$ cat config.mk
export PLATFORM = sky130hd
export DESIGN_NAME = half_duplex_sync_line_turnaround
export DESIGN_NICKNAME = d
export VERILOG_FILES = /design/src/hdl/hdst_pkg.sv /design/src/hdl/half_duplex_sync_line_turnaround.sv /design/src/hdl/hdst_front.sv /design/src/hdl/hdst_queue.sv /design/src/hdl/hdst_back.sv
export SDC_FILE = /design/constraint.sdc
export NUM_CORES = 2
export LEC_CHECK = 0
export BUFFER_PORTS_ARGS = -buffer_cell sky130_fd_sc_hd__buf_2
export CORE_AREA = 4 4 752 754
export DETAILED_ROUTE_END_ITERATION = 10
export DIE_AREA = 0 0 756 758
export PLACE_DENSITY = 0.55
export SLEW_MARGIN = 15
export SYNTH_ARGS = -nofsm -noshare
export SYNTH_HDL_FRONTEND = slang
export SYNTH_MEMORY_MAX_BITS = 65536
export SYNTH_SLANG_ARGS = --single-unit
$ cat constraint.sdc
create_clock -name clk -period 9.4 [get_ports clk]
set_clock_uncertainty 0.15 [all_clocks]
set_input_delay 0.47 -clock clk [delete_from_list [all_inputs] [get_ports clk]]
set_output_delay 0.47 -clock clk [all_outputs]
set_load 0.01 [all_outputs]
$ cat src/hdl/hdst_pkg.sv
// Shared types, constants and codes for the half-duplex line turnaround controller.
package hdst_pkg;

	localparam int BUF_BYTES = 512;
	localparam int BUF_AW    = $clog2(BUF_BYTES);
	localparam int POS_W     = $clog2(BUF_BYTES + 1);

	localparam logic [3:0] CMD_TICK     = 4'd0;
	localparam logic [3:0] CMD_LSTAT    = 4'd1;
	localparam logic [3:0] CMD_RX_WORD  = 4'd2;
	localparam logic [3:0] CMD_WSTART   = 4'd3;
	localparam logic [3:0] CMD_LOAD     = 4'd4;
	localparam logic [3:0] CMD_CTS      = 4'd5;
	localparam logic [3:0] CMD_TX_DONE  = 4'd6;
	localparam logic [3:0] CMD_TX_ERR   = 4'd7;
	localparam logic [3:0] CMD_READ     = 4'd8;

	localparam logic [1:0] MODE_RX   = 2'd0;
	localparam logic [1:0] MODE_TX   = 2'd1;
	localparam logic [1:0] MODE_PREP = 2'd2;

	localparam logic [15:0] RXC_TURN = 16'o562;
	localparam logic [15:0] RXC_RECV = 16'o162;
	localparam logic [15:0] RXC_PREP = 16'o46;
	localparam logic [15:0] TXC_HALF = 16'o10;
	localparam logic [15:0] TXC_SEND = 16'o170;

	localparam logic [7:0] TICKS_RESET = 8'd10;
	localparam logic [1:0] REG_TURNAROUND = 2'd0;

	typedef enum logic [3:0] {
		OP_NONE,
		OP_TICK,
		OP_LSTAT,
		OP_RX_WORD,
		OP_WSTART,
		OP_LOAD,
		OP_CTS,
		OP_TX_DONE,
		OP_TX_ERR,
		OP_READ
	} op_t;

	typedef struct packed {
		logic [3:0]  command;
		logic        carrier_present;
		logic [15:0] rx_word;
		logic [15:0] length;
		logic [8:0]  byte_index;
		logic [7:0]  byte_value;
	} in_req_t;

	typedef struct packed {
		logic        tx_valid;
		logic [7:0]  tx_byte;
		logic [15:0] rx_control;
		logic [15:0] tx_control;
		logic [1:0]  line_mode;
		logic [9:0]  received_count;
		logic [7:0]  read_data;
		logic        wake;
		logic        turned;
	} out_rsp_t;

	// A request after classification, as it waits in the queue.
	typedef struct packed {
		op_t               op;
		logic              carrier;
		logic [POS_W-1:0]  send_len;
		logic [BUF_AW-1:0] addr;
		logic              addr_ok;
		logic [7:0]        wdata;
	} op_item_t;

	typedef struct packed {
		logic full;
		logic not_empty;
	} q_status_t;

endpackage

$ cat src/hdl/half_duplex_sync_line_turnaround.sv
// Top level of the half-duplex synchronous line turnaround controller.
// Each request on the cmd channel carries one line event (timer tick, line
// status, received word, write start, buffer load, clear to send, transmit
// done, transmit error or buffer read) and produces exactly one result on the
// res channel, in order. The block sustains one request per clock cycle while
// the queue has room: a request accepted at one edge is classified and written
// into a two-entry queue, executed against the line state and the 512-byte
// single-port buffer at the next edge at the earliest, and its result is
// offered from the following cycle. The queue registers every request, and
// the result register is there for the buffer's registered read data; it
// holds a finished result while the next requests keep entering the queue, and
// cmd ready drops only when the queue is full. The buffer has no reset, and
// reading a byte that was never written returns an arbitrary value. The one
// configuration register, turnaround_ticks (byte address 0, reset 10), is the
// timer reload value; write it only while no request is in flight. A reload
// of zero stops the timer.
module half_duplex_sync_line_turnaround (
	input  logic               clk,
	input  logic               arst_n,
	input  logic               cmd_valid,
	output logic               cmd_ready,
	input  hdst_pkg::in_req_t  cmd,
	output logic               res_valid,
	input  logic               res_ready,
	output hdst_pkg::out_rsp_t res,
	input  logic               psel,
	input  logic               penable,
	input  logic               pwrite,
	input  logic [1:0]         paddr,
	input  logic [31:0]        pwdata,
	output logic [31:0]        prdata,
	output logic               pready
);

	logic [7:0]          ticks_q;
	hdst_pkg::op_item_t  front_item;
	hdst_pkg::op_item_t  head_item;
	hdst_pkg::q_status_t q_status;
	logic                push;
	logic                pop;

	// Configuration: the register updates on the access phase of a write.
	assign pready = 1'b1;

	always_ff @(posedge clk or negedge arst_n) begin
		if (!arst_n) begin
			ticks_q <= hdst_pkg::TICKS_RESET;
		end else if (psel && penable && pwrite && paddr == hdst_pkg::REG_TURNAROUND) begin
			ticks_q <= pwdata[7:0];
		end
	end

	// Reads of any other address return zero.
	assign prdata = (paddr == hdst_pkg::REG_TURNAROUND) ? {24'd0, ticks_q} : 32'd0;

	// A request is accepted whenever the queue has room.
	assign cmd_ready = !q_status.full;
	assign push      = cmd_valid && cmd_ready;

	hdst_front u_front (
		.req  (cmd),
		.item (front_item)
	);

	hdst_queue u_queue (
		.clk       (clk),
		.arst_n    (arst_n),
		.push      (push),
		.push_item (front_item),
		.pop       (pop),
		.head      (head_item),
		.status    (q_status)
	);

	// The back end owns the line state, the buffer and the result register.
	hdst_back u_back (
		.clk        (clk),
		.arst_n     (arst_n),
		.reload     (ticks_q),
		.item_valid (q_status.not_empty),
		.item       (head_item),
		.item_pop   (pop),
		.res_valid  (res_valid),
		.res_ready  (res_ready),
		.res        (res)
	);

endmodule

$ cat src/hdl/hdst_front.sv
// Front end: classifies an incoming request into an operation for the back end.
module hdst_front (
	input  hdst_pkg::in_req_t  req,
	output hdst_pkg::op_item_t item
);

	always_comb begin
		item.op       = hdst_pkg::OP_NONE;
		item.carrier  = req.carrier_present;
		item.addr     = hdst_pkg::BUF_AW'(req.byte_index);
		item.addr_ok  = (32'(req.byte_index) < hdst_pkg::BUF_BYTES);
		if (32'(req.length) > hdst_pkg::BUF_BYTES) begin
			item.send_len = hdst_pkg::POS_W'(hdst_pkg::BUF_BYTES);
		end else begin
			item.send_len = hdst_pkg::POS_W'(req.length);
		end
		item.wdata = req.byte_value;
		case (req.command)
			hdst_pkg::CMD_TICK: begin
				item.op = hdst_pkg::OP_TICK;
			end
			hdst_pkg::CMD_LSTAT: begin
				item.op = hdst_pkg::OP_LSTAT;
			end
			hdst_pkg::CMD_RX_WORD: begin
				item.op    = hdst_pkg::OP_RX_WORD;
				// Seven data bits, with the top bit of the word as bit seven.
				item.wdata = {req.rx_word[15], req.rx_word[6:0]};
			end
			hdst_pkg::CMD_WSTART: begin
				// A zero-length write start has no effect at all.
				item.op = (req.length != 16'd0) ? hdst_pkg::OP_WSTART : hdst_pkg::OP_NONE;
			end
			hdst_pkg::CMD_LOAD: begin
				item.op = hdst_pkg::OP_LOAD;
			end
			hdst_pkg::CMD_CTS: begin
				item.op = hdst_pkg::OP_CTS;
			end
			hdst_pkg::CMD_TX_DONE: begin
				item.op = hdst_pkg::OP_TX_DONE;
			end
			hdst_pkg::CMD_TX_ERR: begin
				item.op = hdst_pkg::OP_TX_ERR;
			end
			hdst_pkg::CMD_READ: begin
				item.op = hdst_pkg::OP_READ;
			end
			default: begin
				item.op = hdst_pkg::OP_NONE;
			end
		endcase
	end

endmodule

$ cat src/hdl/hdst_queue.sv
// Two-entry queue between the front end and the back end.
module hdst_queue (
	input  logic                clk,
	input  logic                arst_n,
	input  logic                push,
	input  hdst_pkg::op_item_t  push_item,
	input  logic                pop,
	output hdst_pkg::op_item_t  head,
	output hdst_pkg::q_status_t status
);

	hdst_pkg::op_item_t entry_q [2];
	logic       wr_ptr_q;
	logic       rd_ptr_q;
	logic [1:0] count_q;

	always_ff @(posedge clk) begin
		if (push) begin
			entry_q[wr_ptr_q] <= push_item;
		end
	end

	always_ff @(posedge clk or negedge arst_n) begin
		if (!arst_n) begin
			wr_ptr_q <= 1'b0;
			rd_ptr_q <= 1'b0;
			count_q  <= 2'd0;
		end else begin
			if (push) begin
				wr_ptr_q <= ~wr_ptr_q;
			end
			if (pop) begin
				rd_ptr_q <= ~rd_ptr_q;
			end
			case ({push, pop})
				2'b10:   count_q <= count_q + 2'd1;
				2'b01:   count_q <= count_q - 2'd1;
				default: count_q <= count_q;
			endcase
		end
	end

	assign head             = entry_q[rd_ptr_q];
	assign status.full      = (count_q == 2'd2);
	assign status.not_empty = (count_q != 2'd0);

endmodule

$ cat src/hdl/hdst_back.sv
// Back end: line state, byte buffer and result register.
module hdst_back (
	input  logic               clk,
	input  logic               arst_n,
	input  logic [7:0]         reload,
	input  logic               item_valid,
	input  hdst_pkg::op_item_t item,
	output logic               item_pop,
	output logic               res_valid,
	input  logic               res_ready,
	output hdst_pkg::out_rsp_t res
);

	logic [7:0] line_buffer [hdst_pkg::BUF_BYTES];

	logic [1:0]                 mode_q, mode_d;
	logic [7:0]                 timer_q, timer_d;
	logic [hdst_pkg::POS_W-1:0] pos_q, pos_d;
	logic [hdst_pkg::POS_W-1:0] left_q, left_d;
	logic [15:0]                rxc_q, rxc_d;
	logic [15:0]                txc_q, txc_d;

	logic                        exec;
	logic                        turn, send, wake;
	logic                        mem_we, mem_re, use_tx_mem, use_rd_mem;
	logic [hdst_pkg::BUF_AW-1:0] mem_addr;
	logic                        pos_room;

	logic       valid_q;
	logic       txv_s2, txmem_s2, rdmem_s2, wake_s2, turned_s2;
	logic [7:0] rdata_s2;

	// Execute only when the result slot is empty or being emptied, so the
	// result register and the line state always describe the same request.
	assign exec     = item_valid && (!valid_q || res_ready);
	assign item_pop = exec;
	assign pos_room = (32'(pos_q) < hdst_pkg::BUF_BYTES);

	always_comb begin
		mode_d     = mode_q;
		timer_d    = timer_q;
		pos_d      = pos_q;
		left_d     = left_q;
		rxc_d      = rxc_q;
		txc_d      = txc_q;
		turn       = 1'b0;
		send       = 1'b0;
		wake       = 1'b0;
		mem_we     = 1'b0;
		mem_re     = 1'b0;
		use_tx_mem = 1'b0;
		use_rd_mem = 1'b0;
		mem_addr   = hdst_pkg::BUF_AW'(pos_q);
		case (item.op)
			hdst_pkg::OP_TICK: begin
				if (timer_q == 8'd1) begin
					turn = 1'b1;
				end else if (timer_q != 8'd0) begin
					timer_d = timer_q - 8'd1;
				end
			end
			hdst_pkg::OP_LSTAT: begin
				if (!item.carrier && mode_q == hdst_pkg::MODE_RX) begin
					turn = 1'b1;
				end else begin
					wake = 1'b1;
				end
			end
			hdst_pkg::OP_RX_WORD: begin
				rxc_d = hdst_pkg::RXC_RECV;
				if (pos_room) begin
					mem_we = 1'b1;
					pos_d  = pos_q + 1'b1;
				end
			end
			hdst_pkg::OP_WSTART: begin
				if (mode_q == hdst_pkg::MODE_RX) begin
					pos_d   = '0;
					mode_d  = hdst_pkg::MODE_PREP;
					rxc_d   = hdst_pkg::RXC_PREP;
					left_d  = item.send_len;
					timer_d = reload;
				end
			end
			hdst_pkg::OP_LOAD: begin
				mem_addr = item.addr;
				mem_we   = item.addr_ok;
			end
			hdst_pkg::OP_CTS: begin
				if (mode_q != hdst_pkg::MODE_TX) begin
					mode_d = hdst_pkg::MODE_TX;
					txc_d  = hdst_pkg::TXC_SEND;
					send   = 1'b1;
				end
			end
			hdst_pkg::OP_TX_DONE: begin
				send = (mode_q == hdst_pkg::MODE_TX);
			end
			hdst_pkg::OP_TX_ERR: begin
				turn = (mode_q == hdst_pkg::MODE_TX);
			end
			hdst_pkg::OP_READ: begin
				mem_addr   = item.addr;
				mem_re     = item.addr_ok;
				use_rd_mem = item.addr_ok;
			end
			default: begin
				mode_d = mode_q;
			end
		endcase

		// One byte goes out per send step; with nothing left the line turns.
		if (send) begin
			timer_d = reload;
			if (left_q != '0) begin
				left_d = left_q - 1'b1;
				if (pos_room) begin
					mem_re     = 1'b1;
					use_tx_mem = 1'b1;
					pos_d      = pos_q + 1'b1;
				end
			end else begin
				turn = 1'b1;
			end
		end

		if (turn) begin
			if (mode_d != hdst_pkg::MODE_RX) begin
				mode_d  = hdst_pkg::MODE_RX;
				timer_d = reload;
				pos_d   = '0;
			end
			txc_d = hdst_pkg::TXC_HALF;
			rxc_d = hdst_pkg::RXC_TURN;
			wake  = 1'b1;
			// Timer expiry leaves the timer parked at one.
			if (item.op == hdst_pkg::OP_TICK) begin
				timer_d = 8'd1;
			end
		end
	end

	always_ff @(posedge clk) begin
		if (exec && mem_we) begin
			line_buffer[mem_addr] <= item.wdata;
		end
		if (exec && mem_re) begin
			rdata_s2 <= line_buffer[mem_addr];
		end
	end

	always_ff @(posedge clk or negedge arst_n) begin
		if (!arst_n) begin
			mode_q    <= hdst_pkg::MODE_RX;
			timer_q   <= 8'd0;
			pos_q     <= '0;
			left_q    <= '0;
			rxc_q     <= 16'd0;
			txc_q     <= 16'd0;
			valid_q   <= 1'b0;
			txv_s2    <= 1'b0;
			txmem_s2  <= 1'b0;
			rdmem_s2  <= 1'b0;
			wake_s2   <= 1'b0;
			turned_s2 <= 1'b0;
		end else begin
			if (exec) begin
				mode_q    <= mode_d;
				timer_q   <= timer_d;
				pos_q     <= pos_d;
				left_q    <= left_d;
				rxc_q     <= rxc_d;
				txc_q     <= txc_d;
				valid_q   <= 1'b1;
				txv_s2    <= send && (left_q != '0);
				txmem_s2  <= use_tx_mem;
				rdmem_s2  <= use_rd_mem;
				wake_s2   <= wake;
				turned_s2 <= turn;
			end else if (res_ready) begin
				valid_q <= 1'b0;
			end
		end
	end

	assign res_valid          = valid_q;
	assign res.tx_valid       = txv_s2;
	assign res.tx_byte        = txmem_s2 ? rdata_s2 : 8'd0;
	assign res.rx_control     = rxc_q;
	assign res.tx_control     = txc_q;
	assign res.line_mode      = mode_q;
	assign res.received_count = 10'(pos_q);
	assign res.read_data      = rdmem_s2 ? rdata_s2 : 8'd0;
	assign res.wake           = wake_s2;
	assign res.turned         = turned_s2;

endmodule

After elaboration in Yosys (flattened, before gate mapping) --
Memory sizes are Yosys's and may differ from the RTL's. A register that Yosys moved wholly into a read port is not among the register bits. Cells that the tools add are included.
Storage, ports and cells: register bits after elaboration 80, bits in latches 0, bits in writable memories 4160, memory bits (read-only) 0, input port bits 95, output and inout bits 98, memories kept 2
Cells by class: $add $sub $neg 5, $mul 0, divide/modulo/power cells 0, magnitude comparators 2, equal/unequal tests 24, shift-type cells 0, multiplexer cells 64, bitwise gates (word level) 2, reductions and logical operators 29
Memories:
- u_back.line_buffer | depth 512, width 8, rd ports 1, clocked after memory_dff 1, wr ports 1, line hdst_back.sv:14 | logic [7:0] line_buffer [hdst_pkg::BUF_BYTES];
- u_queue.entry_q | depth 2, width 32, rd ports 1, clocked after memory_dff 0, wr ports 1, line hdst_queue.sv:12 | hdst_pkg::op_item_t entry_q [2];
Operator list (count):
- $mux 10 | 12
- $mux 8 | 11
- $mux 16 | 5
- $pmux 4 s9 | 1
- $eq 4x3->1 const B | 8
- $pmux 16 s2 | 1
- $mux 1 | 21
- $pmux 10 s2 | 1
- $eq 4x2->1 const B | 4
- $gt 16x10->1 const B | 1
- $pmux 8 s2 | 1
- $reduce_bool 16->1 | 1
- $eq 4x4->1 const B | 3
- $reduce_bool 2->1 | 6
- $add 10x1->10 const B | 1
- $lt 10x10->1 const B | 1
- $reduce_bool 10->1 | 1
- $sub 10x1->10 const B | 1
- $logic_and 1x1->1 | 9
- $mux 9 | 1
- $eq 4x1->1 const B | 2
- $eq 8x1->1 const B | 1
- $mux 2 | 4
- $pmux 2 s2 | 2
- other kinds (19) | 27

Depth between registers and ports, before layout --
An unclocked memory read counts as a cell.
depth in word-level cells 9, gate-level depth with buffers 19, mapped depth without buffers 12

By module --
From an unflattened synthesis, not the netlist that was laid out.
Unflattened totals: cell total of the unflattened synthesis 11537, area total of the unflattened synthesis 169201.0 µm²
By module, submodules not included:
- hdst_back | times used 1, cells each 11309, area each 165478.7 µm², sequential area each 124289.2 µm²
- hdst_queue | times used 1, cells each 119, area each 2720.1 µm², sequential area each 2082.0 µm²
- half_duplex_sync_line_turnaround | times used 1, cells each 55, area each 590.6 µm², sequential area each 202.7 µm²
- hdst_front | times used 1, cells each 54, area each 411.6 µm², sequential area each 0.0 µm²

Worst setup path after synthesis --
Ideal clock, no wire load.
path type flip-flop to flip-flop, from register u_queue.rd_ptr_q, to memory u_back.line_buffer[0][0] (data pin), arrival 5.677 ns, slack 2.662 ns, stages on the path, launching flop included 9, path buffers 7, period minus slack after synthesis 6.738 ns, cell sequence dfrtp_1 > buf_2 > buf_2 > buf_4 > buf_2 > buf_2 > buf_1 > clkbuf_1 > mux2_2
RTL lines:
- start: declaration | line hdst_queue.sv:14 | logic rd_ptr_q;
- start signal: assignment | line hdst_queue.sv:33 | rd_ptr_q <= ~rd_ptr_q;
- end: declaration | line hdst_back.sv:14

Final worst setup path --
from register u_queue.rd_ptr_q, to register u_back.rdata_s2[0], read port of u_back.line_buffer (data pin)
On the way: word-level cells in the longest chain between the ends 7, elaborated cells on any way between the ends 13
Ends and longest elaborated chain:
- $mem_v2 2x32 (*)
- $eq 4x4->1 | line hdst_back.sv:54 | case (item.op)
- $mux 1 | line hdst_back.sv:54
- $mux 1 | line hdst_back.sv:117 | if (pos_room) begin
- $mux 1 | line hdst_back.sv:115 | if (left_q != '0) begin
- $mux 1 | line hdst_back.sv:113 | if (send) begin
- $logic_and 1x1->1 | line hdst_back.sv:147 | if (exec && mem_re) begin
- end: declaration | line hdst_back.sv:31 | logic [7:0] rdata_s2;
Every way passes the cells marked *; elsewhere a longest branch is shown, timed or not. A chain may end at the register's enable or synchronous reset.

==> run_results.csv <==
group,metric,value,unit
pwr,vdd_ir_drop_max,280.5,uV
cells_and_area,layout_common_cells,"edfxtp_1, nand2_1, nor2_1",
cells_and_area,final_common_cell,"edfxtp_1",
yosys,synth_xor_area_share,0.06294,%
sta,finalHoldViolations,0,
worst_setup_path,worstPathArrival,7.97,ns
die,die_x,756,um
yosys,synth_top_area_share,74.95,%
yosys,synth_top_family_by_area,"multiplexers",
worst_setup_path,slowest_delay,1.07,ns
yosys,synth_edf_count,4168,
yosys,synth_ff_type,"edfxtp_1",
run_status,outcome,"finished clean",
yosys,synth_area,0.1670,sq mm
sta,finalMaxSlewViolations,0,
cells_and_area,drive_gt1_share,15.01,%
clock_tree,clk_pin_slew,0.06,ns
sta,setup_violations,0,
clock_tree,cts_tree,"yes",
die,dieArea,0.5730,sq mm
yosys,yosys.area_share.simple,6.779,%
route,first_iter_violations,13060,
place,finalWeightedCongestion,0.8614,
yosys,synth_adder_area_share,0.03746,%
global_routing,antenna_found_initial,36,
yosys,synth.distinct_cells,83,
hold_path,hold_path.class,"in -> reg",
worst_setup_path,crit_top_cell,"buf_4",
yosys,yosys-top-cells-area,"edfxtp_1, mux4_2, mux2i_1, nand2_1, nor2_1",
place,port_buffers,113,
sta,fin_crit,7.454,ns
cells_and_area,n_fill_cell,52970,
sta,worst_slack,1.946,ns
global_routing,overflow,0,
yosys,synth_mux_area_share,9.971,%
pwr,power-per-cell-area,301.3,mW/mm^2
cells_and_area,area_delta_synth_final,14.23,%
route,wl_per_cell,28.68,um
place,hpwlAfterDp,323.5,mm
yosys,synth.yosys.seq_area_share,75.76,%
clock_tree,post_cts_buffers,0,
place,placed_area,0.1768,sq mm
global_routing,grt_max_degree,194,
worst_setup_path,start_kind,"flop",
route,drc,0,
worst_setup_path,crit_required,9.92,ns
yosys,yosys.area.top_type,"edfxtp_1",
yosys,synth-compound-area-share,5.175,%
clock_tree,worst_skew_pair.late_latency,0.98,ns
sta,max_slew_margin,11.56,%
sta,rsz0062_at_grt,"false",
die,placementRows,275,
cells_and_area,final_cells,17970,
place,dp_slack,2.019,ns
worst_setup_path,cp_cell_sequence,"buf_4, mux2i_2, buf_4, a21o_4, buf_12, buf_12, buf_4, mux4_2, a32oi_1, nand4_1, nor4_1, nand4_1, nand4b_1",
clock_tree,cts_made_buffers,404,
die,io_pins,193,
global_routing,grt_usage,17.34,%
worst_setup_path,r2r_setup_slack,1.95,ns
clock_tree,htree_num_levels,5,
sta,worst_slew_pin_slew,1.310,ns
cells_and_area,stdcell_area,0.1908,sq mm
worst_setup_path,worst-path-buf-inv,5,
sta,setup_tns,0,ns
worst_setup_path,crit_path_end_kind,"flop",
global_routing,grt_pass1_vias,89700,
die,initial_core_util,29.87,%
worst_setup_path,path_delay_family,"simple AND/OR/NAND/NOR gates",
clock_tree,cts_num_sinks,4222,
sta,max_freq,0.1342,GHz
route,postRouteAntennaNets,0,
route,first_pass_iters,7,
clock_tree,clock_path_buffers,4,
worst_setup_path,critical_path_class,"reg -> reg",
yosys,postSynthCellCount,9859,
cells_and_area,nNetsFinal,10240,
sta,timing.final.crit_share,79.30,%
die,core_region_area,0.5591,sq mm
yosys,async_flop_share,1.279,%
worst_setup_path,worstPathMaxFanout,39,
die,die_h,758,um
yosys,ys_ff_latch,4222,
place,placed_cells,17140,
yosys,yosys_warnings,0,
route,num_vias,94500,
pwr,p_total,57.48,mW
yosys,syn_area_per_cell,16.94,sq um
pwr,leakage,61.12,nW
worst_setup_path,crit_slowest_cell,"nor4_1",
clock_tree,ctsRootBufferMaster,"clkbuf_16",
global_routing,grt_pass1_wl,716.8,mm
job,drv_cap,0,
route,wl,515.4,mm
route,via_per_inst,5.259,
==> state kept, by name, summed over array words and instances, names as in the netlist, 2 cells and up <==
register and count:
u_back.txc_q 2, u_back.timer_q 8, u_queue.count_q 2, u_queue.entry_q 64, ticks_q 8, u_back.rdata_s2 8, u_back.left_q 10, u_back.line_buffer 4096
u_back.rxc_q 4, u_back.pos_q 10, u_back.mode_q 2
==> synthesized netlist by cell type, drive strengths merged (7+ instances only) <==
master	instances
a221o	25
a32o	8
nand2b	23
mux2	46
o22a	7
dfrtp	52
a41oi	9
buf	410
o21ai	125
nor4	32
or3	11
xnor2	9
o32ai	8
or4	16
a22o	59
and2	45
a211oi	26
o22ai	101
a2111oi	37
a31oi	51
nor3b	14
a32oi	89
o211ai	16
edfxtp	4168
nand3	461
mux4	452
o221ai	7
or2	10
nor2	697
a221oi	137
nor2b	11
o2111ai	16
a22oi	176
clkbuf	232
nor3	38
inv	34
nand2	1154
mux2i	594
nand4	71
o31ai	10
a21oi	254
and3	23
o32a	7
==> cell families (layout without fill, tap and decap cells) <==
| family | Yosys count | after routing |
|---|---|---|
| AOI/OAI and AO/OA | 1218 | 1218 |
| xor gates and xnor gates | 12 | 12 |
| adders and majority gates | 5 | 5 |
| buffers and inverters | 676 | 1245 |
| DFF | 4222 | 4222 |
| muxes | 1092 | 1092 |
| other | 2 | 64 |
| and+or+nand+nor | 2632 | 2632 |
==> metal layers <==
metal	global-route usage, %	vias up	wire length (um)
li1	-	39460	-
met1	24.28	49540	213900
met2	27.46	4724	237500
met3	2.626	768	43270
met4	6.260	6	20640
met5	0	-	40
==> final timing paths <==
| check | startpoint | end | cells after the start |
|---|---|---|---|
| setup reg to reg | u_queue.rd_ptr_q$_DFFE_PN0P_ | u_back.rdata_s2[0]$_DFFE_PP_ | 13 |
| hold reg to reg | u_back.txc_q[3]$_DFFE_PN0P_ | u_back.txc_q[3]$_DFFE_PN0P_ | 1 |
| setup / recovery | u_queue.rd_ptr_q$_DFFE_PN0P_ | u_back.rdata_s2[0]$_DFFE_PP_ | 13 |
| max in group asynchronous | arst_n | u_queue.rd_ptr_q$_DFFE_PN0P_ | 4 |
| min in group asynchronous | arst_n | u_back.turned_s2$_DFFE_PN0P_ | 4 |
| hold / removal | cmd[49] | u_queue.entry_q[0][27]$_DFFE_PP_ | 2 |
==> final cells by class <==
class                   count  area (sq um)  area share (%)
flip-flops and latches   4222        126500           66.32
inverters                  34         127.6         0.06690
clock inverters           273          2825           1.481
repair buffers            470          3829           2.007
well taps                7479          9358           4.906
clock buffers             468         10410           5.459
diodes                     17         42.54         0.02230
multi-input cells        5006         37640           19.73
==> where the power goes <==
part,total (mW),switching [mW],internal (mW)
sequential,23.5,0.206,23.3
combinational,17.4,12.3,5.08
clock,16.6,7.21,9.39
total,57.5,19.7,37.7
==> per-stage QoR <==
stage / hold WS, ns / util, %
2_1_floorplan: 0.02441 / -
3_3_place_gp: 0.3054 / 31.62
3_5_place_dp: 0.3141 / 31.62
4_1_cts: 0.02532 / 34.11
5_1_grt: 0.09632 / 34.11
6_report: 0.1194 / 34.12
==> repair_timing <==
action                                 4_1_cts  5_1_grt
endpoints found under the hold margin      130        0
hold buffers                                68        0
resized for setup                            0        0
Power figures use the tool's default switching activity.
